File: src/rtl/grid_ray_dda_caster_core_macros.svh
// Assertion macros shared by the caster RTL.
`ifndef GRID_RAY_DDA_CASTER_CORE_MACROS_SVH
`define GRID_RAY_DDA_CASTER_CORE_MACROS_SVH

// Implication checked on every clock edge outside reset.
`define GRDC_ASSERT_IMP(label, clk, rst, ante, cons) \
   label: assert property (@(posedge clk) disable iff (rst) (ante) |-> (cons)) \
      else $error("assertion failed");

// Next-cycle implication checked outside reset.
`define GRDC_ASSERT_NXT(label, clk, rst, ante, cons) \
   label: assert property (@(posedge clk) disable iff (rst) (ante) |=> (cons)) \
      else $error("assertion failed");

`endif

File: src/rtl/grdc_pkg.sv
`default_nettype none
package grdc_pkg;
   localparam int GRID_BITS      = 6;
   localparam int POS_FRAC_BITS  = 10;
   localparam int DIST_FRAC_BITS = 12;
   localparam int DIR_FRAC_BITS  = 14;
   localparam int MAP_CELLS      = 1 << (2 * GRID_BITS);
   localparam int DELTA_W        = DIR_FRAC_BITS + DIST_FRAC_BITS + 1;
   localparam int SIDE_W         = 40;
   localparam int QUOT_BITS      = DIR_FRAC_BITS + DIST_FRAC_BITS + 1;

   localparam logic [1:0] CSR_GRID_WIDTH  = 2'd0;
   localparam logic [1:0] CSR_GRID_HEIGHT = 2'd1;
   localparam logic [1:0] CSR_STEP_LIMIT  = 2'd2;

   localparam logic [1:0] STATUS_WALL  = 2'd0;
   localparam logic [1:0] STATUS_LEFT  = 2'd1;
   localparam logic [1:0] STATUS_LIMIT = 2'd2;

   localparam logic [1:0] SIDE_NORTH = 2'd0;
   localparam logic [1:0] SIDE_SOUTH = 2'd1;
   localparam logic [1:0] SIDE_EAST  = 2'd2;
   localparam logic [1:0] SIDE_WEST  = 2'd3;

   typedef struct packed {
      logic start;
      logic busy;
      logic done;
   } div_ctl_type;
endpackage
`default_nettype wire

File: src/rtl/grdc_divider.sv
`default_nettype none
// Restoring divider: 2^(DIR_FRAC_BITS+DIST_FRAC_BITS) / divisor, one quotient bit per cycle.
module grdc_divider (
   input  wire logic                              clock,
   input  wire logic                              reset,
   input  wire logic                              start,
   input  wire logic [15:0]                       divisor,
   output      logic [grdc_pkg::DELTA_W-1:0]      quotient,
   output      grdc_pkg::div_ctl_type             ctl
);
   import grdc_pkg::*;

   localparam int CNT_W = $clog2(QUOT_BITS + 1);

   logic [CNT_W-1:0]   cnt_ff, cnt_in;
   logic [16:0]        rem_ff, rem_in;
   logic [DELTA_W-1:0] quo_ff, quo_in;
   logic [15:0]        dvs_ff, dvs_in;
   logic               busy_ff, busy_in;
   logic               done_ff, done_in;
   logic [17:0]        trial;
   logic               dividend_bit;

   always_comb begin
      dividend_bit = (cnt_ff == CNT_W'(QUOT_BITS));
      trial  = {rem_ff, dividend_bit} - {2'b00, dvs_ff};
      cnt_in = cnt_ff;
      rem_in = rem_ff;
      quo_in = quo_ff;
      dvs_in = dvs_ff;
      busy_in = busy_ff;
      done_in = 1'b0;
      if (start) begin
         cnt_in  = CNT_W'(QUOT_BITS);
         rem_in  = '0;
         quo_in  = '0;
         dvs_in  = divisor;
         busy_in = 1'b1;
      end else if (busy_ff) begin
         if (trial[17]) begin
            rem_in = {rem_ff[15:0], dividend_bit};
            quo_in = {quo_ff[DELTA_W-2:0], 1'b0};
         end else begin
            rem_in = trial[16:0];
            quo_in = {quo_ff[DELTA_W-2:0], 1'b1};
         end
         cnt_in = cnt_ff - 1'b1;
         if (cnt_ff == CNT_W'(1)) begin
            busy_in = 1'b0;
            done_in = 1'b1;
         end
      end
   end

   always_ff @(posedge clock) begin
      if (reset) begin
         busy_ff <= 1'b0;
         done_ff <= 1'b0;
         cnt_ff  <= '0;
      end else begin
         busy_ff <= busy_in;
         done_ff <= done_in;
         cnt_ff  <= cnt_in;
      end
      rem_ff <= rem_in;
      quo_ff <= quo_in;
      dvs_ff <= dvs_in;
   end

   assign quotient  = quo_ff;
   assign ctl.start = start;
   assign ctl.busy  = busy_ff;
   assign ctl.done  = done_ff;
endmodule
`default_nettype wire

File: config.mk
export PLATFORM = sky130hd
export DESIGN_NAME = grdc_divider
export DESIGN_NICKNAME = d
export VERILOG_FILES = /design/src/rtl/grid_ray_dda_caster_core_macros.svh /design/src/rtl/grdc_pkg.sv /design/src/rtl/grdc_divider.sv
export SDC_FILE = /design/constraint.sdc
export NUM_CORES = 1
export LEC_CHECK = 0
export ABC_AREA = 1
export BUFFER_PORTS_ARGS = -buffer_cell sky130_fd_sc_hd__buf_2
export CORE_UTILIZATION = 62
export DETAILED_ROUTE_END_ITERATION = 10
export PLACE_DENSITY = 0.85
export SYNTH_ARGS = -nofsm -noshare
export SYNTH_HDL_FRONTEND = slang
export SYNTH_SLANG_ARGS = --single-unit
File: constraint.sdc
create_clock -name clock -period 5.72 [get_ports clock]
set_input_delay 1.144 -clock clock [delete_from_list [all_inputs] [get_ports clock]]
set_output_delay 1.144 -clock clock [all_outputs]
set_load 0.005 [all_outputs]
# Word-level counts from Yosys, hierarchy flattened
# Index checks and enable logic that the tools add are counted.
[totals] reg_bits=67 input_bits=19 out_inout_bits=30 word_cells=23
[classes] addsub=2 eq_ne=2 mux=8 n_bitwise=1 n_reduce_logical=3
[ops] cell="$sub 18x16->18" count=1
[ops] cell="$mux 17" count=1
[ops] cell="$mux 5" count=2
[ops] cell="$eq 5x1->1 const B" count=1
[ops] cell="$eq 5x5->1 const B" count=1
[ops] cell="$mux 1" count=5
[ops] cell="$sub 5x1->5 const B" count=1
[ops] cell="$reduce_or 3->1" count=1
[ops] cell="$reduce_bool 2->1" count=1
[ops] cell="$reduce_or 2->1" count=1
[ops] cell="$not 1->1" count=1

# Depth between registers and ports, before layout
# Gate-level depths: netlist of run 1.
[depth] depth_word=4 ltp_mapped=16 ltp_nobuf=16

# Least setup slack after synthesis of run 1
# OpenSTA, ideal clock, no wires.
[synth_path] path_type="input-to-output" start="input start" end="output ctl[2] in the netlist's numbering" arrival_ps=1255 required_time_ps=4576 path_slack_ps=3321 stages=1 n_path_buf=1 cell_sequence="buf_4"
[synth_rtl] element="start, declared" line="grdc_divider.sv:6" source="input wire logic start,"
[synth_rtl] element="end, declared" line="grdc_divider.sv:9" source="output grdc_pkg::div_ctl_type ctl"
# No word-level cell between the ends.

# Worst setup path in the final report of run 1
[layout_path] start="input start" end="output ctl[2] in the netlist's numbering"
# No word-level cell between the ends.

==> flow_metrics.tcl, run 1 <==
set metrics [dict create \
    status "complete, no violations" \
    clkLatencyLatePin_ns 0.36 \
    drv_slew 0 \
    path_class "in -> out" \
    cpMostUsedCell "buf_2" \
    cp_num_buf_inv 2 \
    reg2regPathDepth 12 \
    final_common_cell "nand2_1" \
    synth_seq_area_share_pct 41.0 \
    start_kind "input port" \
    cts_tree "built" \
    maxCapViolations 0 \
    grt.overflow.total 0 \
    nets 578 \
    grt_pass1_vias 3092 \
    die_w_um 78.8 \
    hold_start "rem_ff[14]" \
    period_needed_ns 2.95 \
    clk_pin_slew_ns 0.07 \
    synth.distinct_cells 34 \
    rr_endpoint "rem_ff[12]" \
    final_cell_mix "nand2_1, inv_1, dfxtp_1, buf_2, nand3_1" \
    synthCells 491 \
    final_layout_size_suffix_gt1_share_pct 16.7 \
    stdcell_area_um2 4130 \
    maxSlewHeadroom_pct 53.8 \
    wl_mm 8.01 \
    peakVddDrop_mv 0.207 \
    grt_pass1_wl_mm 13.3 \
    postCtsSetupBuffers 0 \
    cts_root_buf "clkbuf_8" \
    finClkSkew_ns 0.00838 \
    cp_slowest_stage_delay_ns 0.44 \
    die_height_um 78.8 \
    dieArea_um2 6220 \
    rows 27 \
    vias_per_cell 5.25 \
    drc_errors 0 \
    critPathTopFamily "buffers and inverters" \
    p_clk_share_pct 40.7 \
    cts_num_sinks 67 \
    p_per_area_nw_per_um2 243 \
    rsz0062_at_grt "no" \
    avgSynthCellArea_um2 7.46 \
    leakage_nw 2.10 \
    hpwlAfterDp_mm 5.76 \
    drt_iter0_drc 215 \
    p_int_w 0.000733 \
    diodes 0 \
    syn-cell-area_um2 3660 \
    portBuffers 48 \
    grt_max_degree 28 \
    dominantRegCellSynth "dfxtp_1" \
    fin_crit_sh_pct 51.6 \
    synth_edf_count 16 \
    initial_core_util_pct 65.3 \
    total_power_w 0.00100 \
    r2r_slack_ns 3.26 \
    endpoint_kind "output pin" \
    fin_setup_tns_ns 0 \
    placed_area_um2 3930 \
    r2r_start "dvs_ff[8]" \
    ant_nets 0 \
    vias 3236 \
    syn_nets 530 \
    finalSetupViolCount 0 \
    antenna_found_initial 0 \
    path_cells "buf_2 -> buf_2" \
    hold_class "reg -> reg" \
    area_growth_pct 12.8 \
    firstDrtPassIters 4 \
    fin_hold_ws_ns 0.476 \
    arrival_ns 1.81 \
    ys_async_sr_fraction_pct 0 \
    numCtsBuffers 9 \
    p_seq_share_pct 50.3 \
    core_um2 5610 \
    p_sw_w 0.000269 \
    post_drt_wl_per_cell_um 13.0 \
    worstPathRequired_ns 4.58 \
    p_comb_share_pct 9.0 \
    cts_resized 0 \
    h-tree-depth 3 \
    ys_warn_count 0 \
    worstHoldPathCells 2 \
    clock_path_buffers 2 \
    place.gp.congestion 0.908 \
    fmax_ghz 0.339 \
    hold_buffers 0 \
    slowest_stage "buf_2" \
    crit_fanout 21 \
    switching_share_pct 26.8 \
    hold_end "rem_ff[14]" \
    final-hold-violation-count 0 \
    worst_pin_slew_ns 0.688 \
    ios 49 \
    synth_seq_cells 67 \
    grt_usage_pct 27.8 \
]
==> per-layer routing <==
metal | up-vias | track usage (%) | part of all wire (%)
li1 | 1652 | - | -
met1 | 1474 | 33.5 | 44
met2 | 92 | 45.2 | 46
met3 | 18 | 8.85 | 7.6
met4 | 0 | 13.1 | 2.5
met5 | - | 0 | 0
==> cells by family after synthesis <==
kind of cell	Yosys count	synth area share [%]
AO/OA/AOI/OAI	48	8.03
AND/OR/NAND/NOR	235	29.8
adder cells (fa/ha/maj)	20	7.04
buffers and inverters	114	12.5
XOR/XNOR	7	1.67
flip-flops	67	41.0
==> state kept, by name, summed over array words and instances, names as in the netlist <==
signal	flops
cnt_ff	5
busy_ff	1
dvs_ff	16
rem_ff	17
quotient	27
done_ff	1
==> power groups by stage <==
stage / Clock (W) / Sequential, W / Combinational (W)
floorplan: 0 / 0.000513 / 0.0000652
global placement: 0 / 0.000514 / 0.0000871
detailed placement: 0 / 0.000515 / 0.0000887
CTS: 0.000412 / 0.000504 / 0.0000896
global route: 0.000432 / 0.000505 / 0.000102
finish: 0.000408 / 0.000504 / 0.0000901
==> per-stage QoR <==
step | std cells | utilization, % | worst slack (ns)
3_5_place_dp | 600 | 70.1 | 2.75
2_1_floorplan | 491 | - | 3.32
5_1_grt | 616 | 73.6 | 2.74
6_report | 616 | 73.6 | 2.77
4_1_cts | 616 | 73.6 | 2.78
3_3_place_gp | 600 | 70.1 | 2.80
==> cell usage after synthesis (2+ instances only) <==
| cell | number | share of area [%] |
|---|---|---|
| o22ai_1 | 25 | 4.3 |
| buf_6 | 2 | 0.62 |
| nand3_1 | 42 | 5.7 |
| nand2_1 | 132 | 14 |
| nand2_2 | 5 | 0.85 |
| clkinv_1 | 2 | 0.21 |
| dfxtp_1 | 51 | 28 |
| buf_2 | 2 | 0.27 |
| buf_1 | 2 | 0.21 |
| edfxtp_1 | 16 | 13 |
| clkbuf_1 | 4 | 0.41 |
| nand3b_1 | 4 | 0.82 |
| nor2_1 | 25 | 2.6 |
| nor3_1 | 2 | 0.27 |
| a31oi_1 | 2 | 0.34 |
| a21oi_2 | 2 | 0.48 |
| inv_2 | 2 | 0.21 |
| buf_4 | 3 | 0.62 |
| ha_1 | 19 | 6.5 |
| nand3_2 | 13 | 3.6 |
| and2_1 | 2 | 0.34 |
| nand4_1 | 6 | 1.0 |
| xnor2_1 | 7 | 1.7 |
| nand2_4 | 2 | 0.62 |
| o21ai_0 | 8 | 1.1 |
| inv_1 | 97 | 9.9 |
| a21oi_1 | 7 | 0.96 |
==> how the worst max path moves through the flow <==
stage,from,end,cells past startpoint
finish,start,ctl[2],2
detailed placement,start,quotient[12],5
CTS,start,ctl[2],2
global placement,start,ctl[2],2
floorplan,start,ctl[2],1
global route,start,ctl[2],2
==> area by class of cell <==
| type | count | area [um2] |
|---|---|---|
| Multi-Input combinational cell | 310 | 1700 |
| Sequential cell | 67 | 1500 |
| Fill cell | 452 | 1480 |
| Inverter | 101 | 379 |
| Timing Repair Buffer | 50 | 255 |
| Clock buffer | 10 | 128 |
| Tap cell | 72 | 90.1 |
| Clock inverter | 6 | 72.6 |
Note: power is estimated with default switching activity, not from simulation.
==> inputs of run 2 (changes only) <==
--- a/config.mk
+++ b/config.mk
@@ -7,9 +7,9 @@
 export LEC_CHECK = 0
 export ABC_AREA = 1
 export BUFFER_PORTS_ARGS = -buffer_cell sky130_fd_sc_hd__buf_2
-export CORE_UTILIZATION = 62
+export CORE_UTILIZATION = 58
 export DETAILED_ROUTE_END_ITERATION = 10
-export PLACE_DENSITY = 0.85
+export PLACE_DENSITY = 0.8
 export SYNTH_ARGS = -nofsm -noshare
 export SYNTH_HDL_FRONTEND = slang
 export SYNTH_SLANG_ARGS = --single-unit
==> constraint.sdc (replaced) <==
create_clock -name clock -period 2.95 [get_ports clock]
set_input_delay 0.59 -clock clock [delete_from_list [all_inputs] [get_ports clock]]
set_output_delay 0.59 -clock clock [all_outputs]
set_load 0.005 [all_outputs]
==> flow_metrics.tcl, run 2 (same netlist as run 1, synthesis figures left out) <==
set metrics [dict create \
    grt_pass1_wl_mm 13.5 \
    finClkSkew_ns 0.0109 \
    die_w_um 81.5 \
    cts_tree "built" \
    die_height_um 81.5 \
    final_common_cell "nand2_1" \
    wl_mm 8.36 \
    diodes 0 \
    fin_setup_tns_ns 0 \
    status "complete, no violations" \
    rsz0062_at_grt "no" \
    fin_crit_sh_pct 83.4 \
    n_fill_cell 481 \
    path_class "reg -> reg" \
    firstDrtPassIters 5 \
    vias 3258 \
    arrival_ns 2.71 \
    final_cell_mix "nand2_1, inv_1, dfxtp_1, buf_2, nand3_1" \
    post_drt_wl_per_cell_um 13.5 \
    cts_resized 0 \
    drt_iter0_drc 196 \
    hold_buffers 0 \
    met1Wirelength_mm 3.70 \
    hold_class "in -> reg" \
    final-hold-violation-count 0 \
    peakVddDrop_mv 0.331 \
    dieArea_um2 6630 \
    endpoint_kind "register" \
    vias_per_cell 5.25 \
    crit_fanout 5 \
    period_needed_ns 2.46 \
    drv_slew 0 \
    grt_usage_pct 27.1 \
    portBuffers 48 \
    area_growth_pct 14.4 \
    start_kind "register" \
    p_per_area_nw_per_um2 498 \
    place.gp.congestion 0.967 \
    maxSlewHeadroom_pct 52.5 \
    final_core_util_pct 69.9 \
    clkLatencyLatePin_ns 0.34 \
    drc_errors 0 \
    rows 28 \
    met3_length_um 511 \
    clk_pin_slew_ns 0.08 \
    hpwlAfterDp_mm 6.17 \
    clock_path_buffers 2 \
    core_um2 5990 \
    ios 49 \
    maxCapViolations 0 \
    postCtsSetupBuffers 0 \
    numCtsBuffers 9 \
    fmax_ghz 0.407 \
    finalSetupViolCount 0 \
    cts_num_sinks 67 \
    initial_core_util_pct 61.1 \
    final_layout_size_suffix_gt1_share_pct 17.0 \
    worstPathRequired_ns 3.20 \
    h-tree-depth 3 \
    largest_reg_flops 27 \
    cts_root_buf "clkbuf_8" \
    grt.overflow.total 0 \
    highest_layer "met4" \
    ant_nets 0 \
    grt_pass1_vias 3052 \
    antenna_found_initial 0 \
    leakage_nw 2.13 \
    worst_pin_slew_ns 0.707 \
    nets 580 \
    grt_max_degree 28 \
    wl_met2_mm 4.02 \
]
==> run 2: changes by cell type in the layout (fill, tap and decap cells not counted), sizes merged <==
cell / before / now
buf: 50 / 52
inv: 101 / 100
clkinvlp: 1 / 0
bufinv: 1 / 3
==> run 2: critical path, stage by stage, from the launching register on <==
cell	delay, ns
dfxtp_1	0.36
ha_1	0.22
nand4_1	0.12
ha_1	0.16
inv_1	0.09
fa_1	0.44
nand3_1	0.10
nand3_1	0.17
nand2_1	0.10
nand3_1	0.13
xnor2_1	0.23
nand3_2	0.10
nand3_1	0.10
nand2_1	0.05
==> run 2: worst paths after layout <==
check                                start   endpoint  slack (ns)  cells past startpoint
worst max register to register   cnt_ff[0]  rem_ff[8]        0.49                     13
worst min-delay path            divisor[9]  dvs_ff[9]        0.42                      1
worst min register to register   rem_ff[6]  rem_ff[6]        0.48                      2
worst max-delay path             cnt_ff[0]  rem_ff[8]        0.49                     13
==> run 2: area by class of cell <==
| cell class | instances | area, um2 | area share, % |
|---|---|---|---|
| Sequential cell | 67 | 1500 | 35.9 |
| Tap cell | 75 | 93.8 | 2.24 |
| Clock buffer | 10 | 128 | 3.05 |
| Timing Repair Buffer | 52 | 270 | 6.45 |
| Inverter | 101 | 379 | 9.05 |
| Multi-Input combinational cell | 310 | 1700 | 40.7 |
| Clock inverter | 6 | 113 | 2.69 |
==> run 2: report_power, final <==
| group | total, W | leakage [nW] | switching, W | internal, W |
|---|---|---|---|---|
| registers | 0.000976 | 0.569 | 0.0000111 | 0.000965 |
| logic | 0.000178 | 1.44 | 0.000119 | 0.0000591 |
| clock network | 0.000931 | 0.121 | 0.000366 | 0.000565 |
==> run 2: routing by layer <==
layer  up-vias  GRT usage (%)
li1       1664              -
met4         0           10.4
met3        13           6.44
met2       104           47.4
met1      1477           31.9
met5         -              0
==> run 2: through the flow <==
step           hold slack [ns]  power (W)  cells  instance area [um2]  setup WS (ns)
6_report                 0.415    0.00208    621                 4190          0.490
5_1_grt                  0.399    0.00215    621                 4190          0.354
4_1_cts                  0.404    0.00209    621                 4190          0.522
3_5_place_dp             0.467    0.00117    605                 3950          0.530
3_3_place_gp             0.443    0.00117    605                 3950          0.589
2_1_floorplan            0.449    0.00112    491                 3660          0.889
==> inputs of run 3 (changes only) <==
--- a/config.mk
+++ b/config.mk
@@ -5,9 +5,9 @@
 export SDC_FILE = /design/constraint.sdc
 export NUM_CORES = 1
 export LEC_CHECK = 0
-export ABC_AREA = 1
+export ABC_AREA = 0
 export BUFFER_PORTS_ARGS = -buffer_cell sky130_fd_sc_hd__buf_2
-export CORE_UTILIZATION = 58
+export CORE_UTILIZATION = 57
 export DETAILED_ROUTE_END_ITERATION = 10
 export PLACE_DENSITY = 0.8
 export SYNTH_ARGS = -nofsm -noshare
==> constraint.sdc (replaced) <==
create_clock -name clock -period 2.43 [get_ports clock]
set_input_delay 0.486 -clock clock [delete_from_list [all_inputs] [get_ports clock]]
set_output_delay 0.486 -clock clock [all_outputs]
set_load 0.005 [all_outputs]
==> flow_metrics.tcl, run 3 <==
set metrics [dict create \
    syn_nets 382 \
    ant_nets 0 \
    cpMostUsedCell "ha_2" \
    peakVddDrop_mv 0.482 \
    final_common_cell "nor2_1" \
    final_core_util_pct 73.9 \
    endpoint_kind "register" \
    synth_area_leaders "dfxtp_1, edfxtp_1, mux2i_1" \
    path_cells "ha_2 -> nand4b_1 -> ha_2 -> inv_2 -> fa_2 -> a211oi_2 -> nor2_2 -> a41oi_2 -> o21ai_4 -> xnor2_1 -> mux2i_1 -> a211oi_1" \
    violations "setup timing" \
    placed_area_um2 3820 \
    numCtsBuffers 9 \
    finClkSkew_ns 0.00637 \
    place.gp.congestion 0.852 \
    vias_per_cell 5.55 \
    arrival_ns 2.73 \
    grt.overflow.total 0 \
    die_w_um 79.2 \
    leakage_nw 1.86 \
    worstPathRequired_ns 2.68 \
    fin_hold_ws_ns 0.318 \
    rr_endpoint "rem_ff[12]" \
    status "finished with violations" \
    synth.distinct_cells 46 \
    dieArea_um2 6280 \
    r2r_start "cnt_ff[0]" \
    hold_buffers 0 \
    slowest_stage "fa_2" \
    cp_slowest_stage_delay_ns 0.34 \
    synth_top_cell_by_area "dfxtp_1" \
    fin_setup_tns_ns -0.0731 \
    grt_pass1_wl_mm 11.3 \
    synth.most_common_cell "nor2_1" \
    grt_pass1_vias 2584 \
    dominantRegCellSynth "dfxtp_1" \
    grt_usage_pct 23.0 \
    drt_iter0_drc 158 \
    synth_seq_cells 67 \
    maxSlewHeadroom_pct 70.6 \
    worst_pin_slew_ns 0.438 \
    drc_errors 0 \
    ys_async_sr_fraction_pct 0 \
    synthCells 343 \
    critPathTopFamily "compound AO/OA/AOI/OAI gates" \
    clk_pin_slew_ns 0.08 \
    r2r_slack_ns -0.05 \
    antenna_found_initial 0 \
    die_height_um 79.2 \
    ios 49 \
    maxCapViolations 0 \
    drv_slew 0 \
    nets 451 \
    rows 27 \
    rsz0062_at_grt "yes" \
    stdcell_area_um2 4170 \
    cts_root_buf "clkbuf_8" \
    wl_mm 6.95 \
    h-tree-depth 3 \
    synth_top_area_share_pct 30.0 \
    core_um2 5640 \
    hold_end "dvs_ff[13]" \
    area_growth_pct 22.6 \
    synth_commonest_cells "nor2_1, dfxtp_1, mux2i_1" \
    clock_path_buffers 2 \
    firstDrtPassIters 4 \
    hold_start "divisor[13]" \
    pre_cts_ws_ns -0.00331 \
    portBuffers 48 \
    period_needed_ns 2.48 \
    hold_class "in -> reg" \
    crit_fanout 3 \
    cts_tree "built" \
    ys_warn_count 0 \
    path_class "reg -> reg" \
    layout_setup_ws_ns -0.0493 \
    avgSynthCellArea_um2 9.91 \
    grt_max_degree 34 \
    fin_crit_sh_pct 102 \
    clkLatencyLatePin_ns 0.34 \
    diodes 0 \
    reg2regPathDepth 12 \
    largest_reg_flops 27 \
    syn-cell-area_um2 3400 \
    cp_num_buf_inv 1 \
    post_drt_wl_per_cell_um 14.2 \
    vias 2715 \
    p_per_area_nw_per_um2 757 \
    finalSetupViolCount 2 \
    synth_seq_area_share_pct 44.2 \
    initial_core_util_pct 60.3 \
    start_kind "register" \
    final_layout_size_suffix_gt1_share_pct 28.3 \
    final-hold-violation-count 0 \
    cts_num_sinks 67 \
    worstHoldPathCells 1 \
    fmax_ghz 0.403 \
    final_cell_mix "nor2_1, dfxtp_1, buf_2, mux2i_1" \
    synth_edf_count 16 \
    hpwlAfterDp_mm 4.60 \
]
==> run 3: changes by cell type after synthesis, sizes merged, moves of 5 or more <==
cell | before | now
nand2 | 139 | 14
inv | 99 | 24
nand3 | 55 | 7
mux2i | 0 | 39
nor2 | 26 | 55
o22ai | 25 | 2
a211oi | 0 | 16
a21oi | 9 | 17
xor2 | 0 | 6
clkbuf | 4 | 9
o21ai | 8 | 13
xnor2 | 7 | 12
==> run 3: layer usage <==
metal / up-vias / share of wire [%] / global-route usage [%]
met5: - / 0 / 0
met1: 1284 / 45 / 27.8
met4: 0 / 1.6 / 10.4
li1: 1350 / - / -
met3: 10 / 4.7 / 4.48
met2: 71 / 49 / 39.5
==> run 3: timing repair <==
action / 4_1_cts / 5_1_grt
gates resized for setup: 1 / 15
setup buffers: 0 / 6
hold endpoints to repair: 0 / 0
gates cloned: 0 / 1
pin swaps: 4 / 10
setup endpoints to repair: 5 / 14
==> run 3: cell type report <==
cell class	instances	area, um2
clock buffers	12	188
flip-flops and latches	67	1500
multi-input cells	236	1800
clock inverters	4	27.5
inverters	24	90.1
fillers	387	1470
repair buffers	74	469
well taps	72	90.1
==> run 3: logic make-up after synthesis <==
family | count (synthesis) | synth area share (%)
AOI/OAI and AO/OA | 67 | 13.8
DFF | 67 | 44.2
buffers and inverters | 40 | 5.08
xor gates and xnor gates | 18 | 5.19
and+or+nand+nor | 91 | 12.3
adders and majority gates | 20 | 7.58
muxes | 40 | 11.9
==> run 3: power by group <==
part | internal, W | switching, W | total, W
clock | 0.000525 | 0.000441 | 0.000966
combinational | 0.000466 | 0.000460 | 0.000926
sequential | 0.00121 | 0.0000533 | 0.00126
total | 0.00220 | 0.000955 | 0.00315
==> run 3: worst max path at each step <==
stage / startpoint / to / cells after the start
after global routing: cnt_ff[0] / rem_ff[12] / 12
after detailed placement: cnt_ff[0] / rem_ff[16] / 12
after CTS: cnt_ff[0] / rem_ff[16] / 12
final: cnt_ff[0] / rem_ff[12] / 12
after floorplan: cnt_ff[0] / rem_ff[16] / 12
after global placement: cnt_ff[0] / rem_ff[16] / 12
==> run 3: metrics by stage <==
step,total power [W],instances
after detailed placement,0.00207,466
after floorplan,0.00188,343
after CTS,0.00303,482
after global placement,0.00204,466
after global routing,0.00331,489
final,0.00315,489
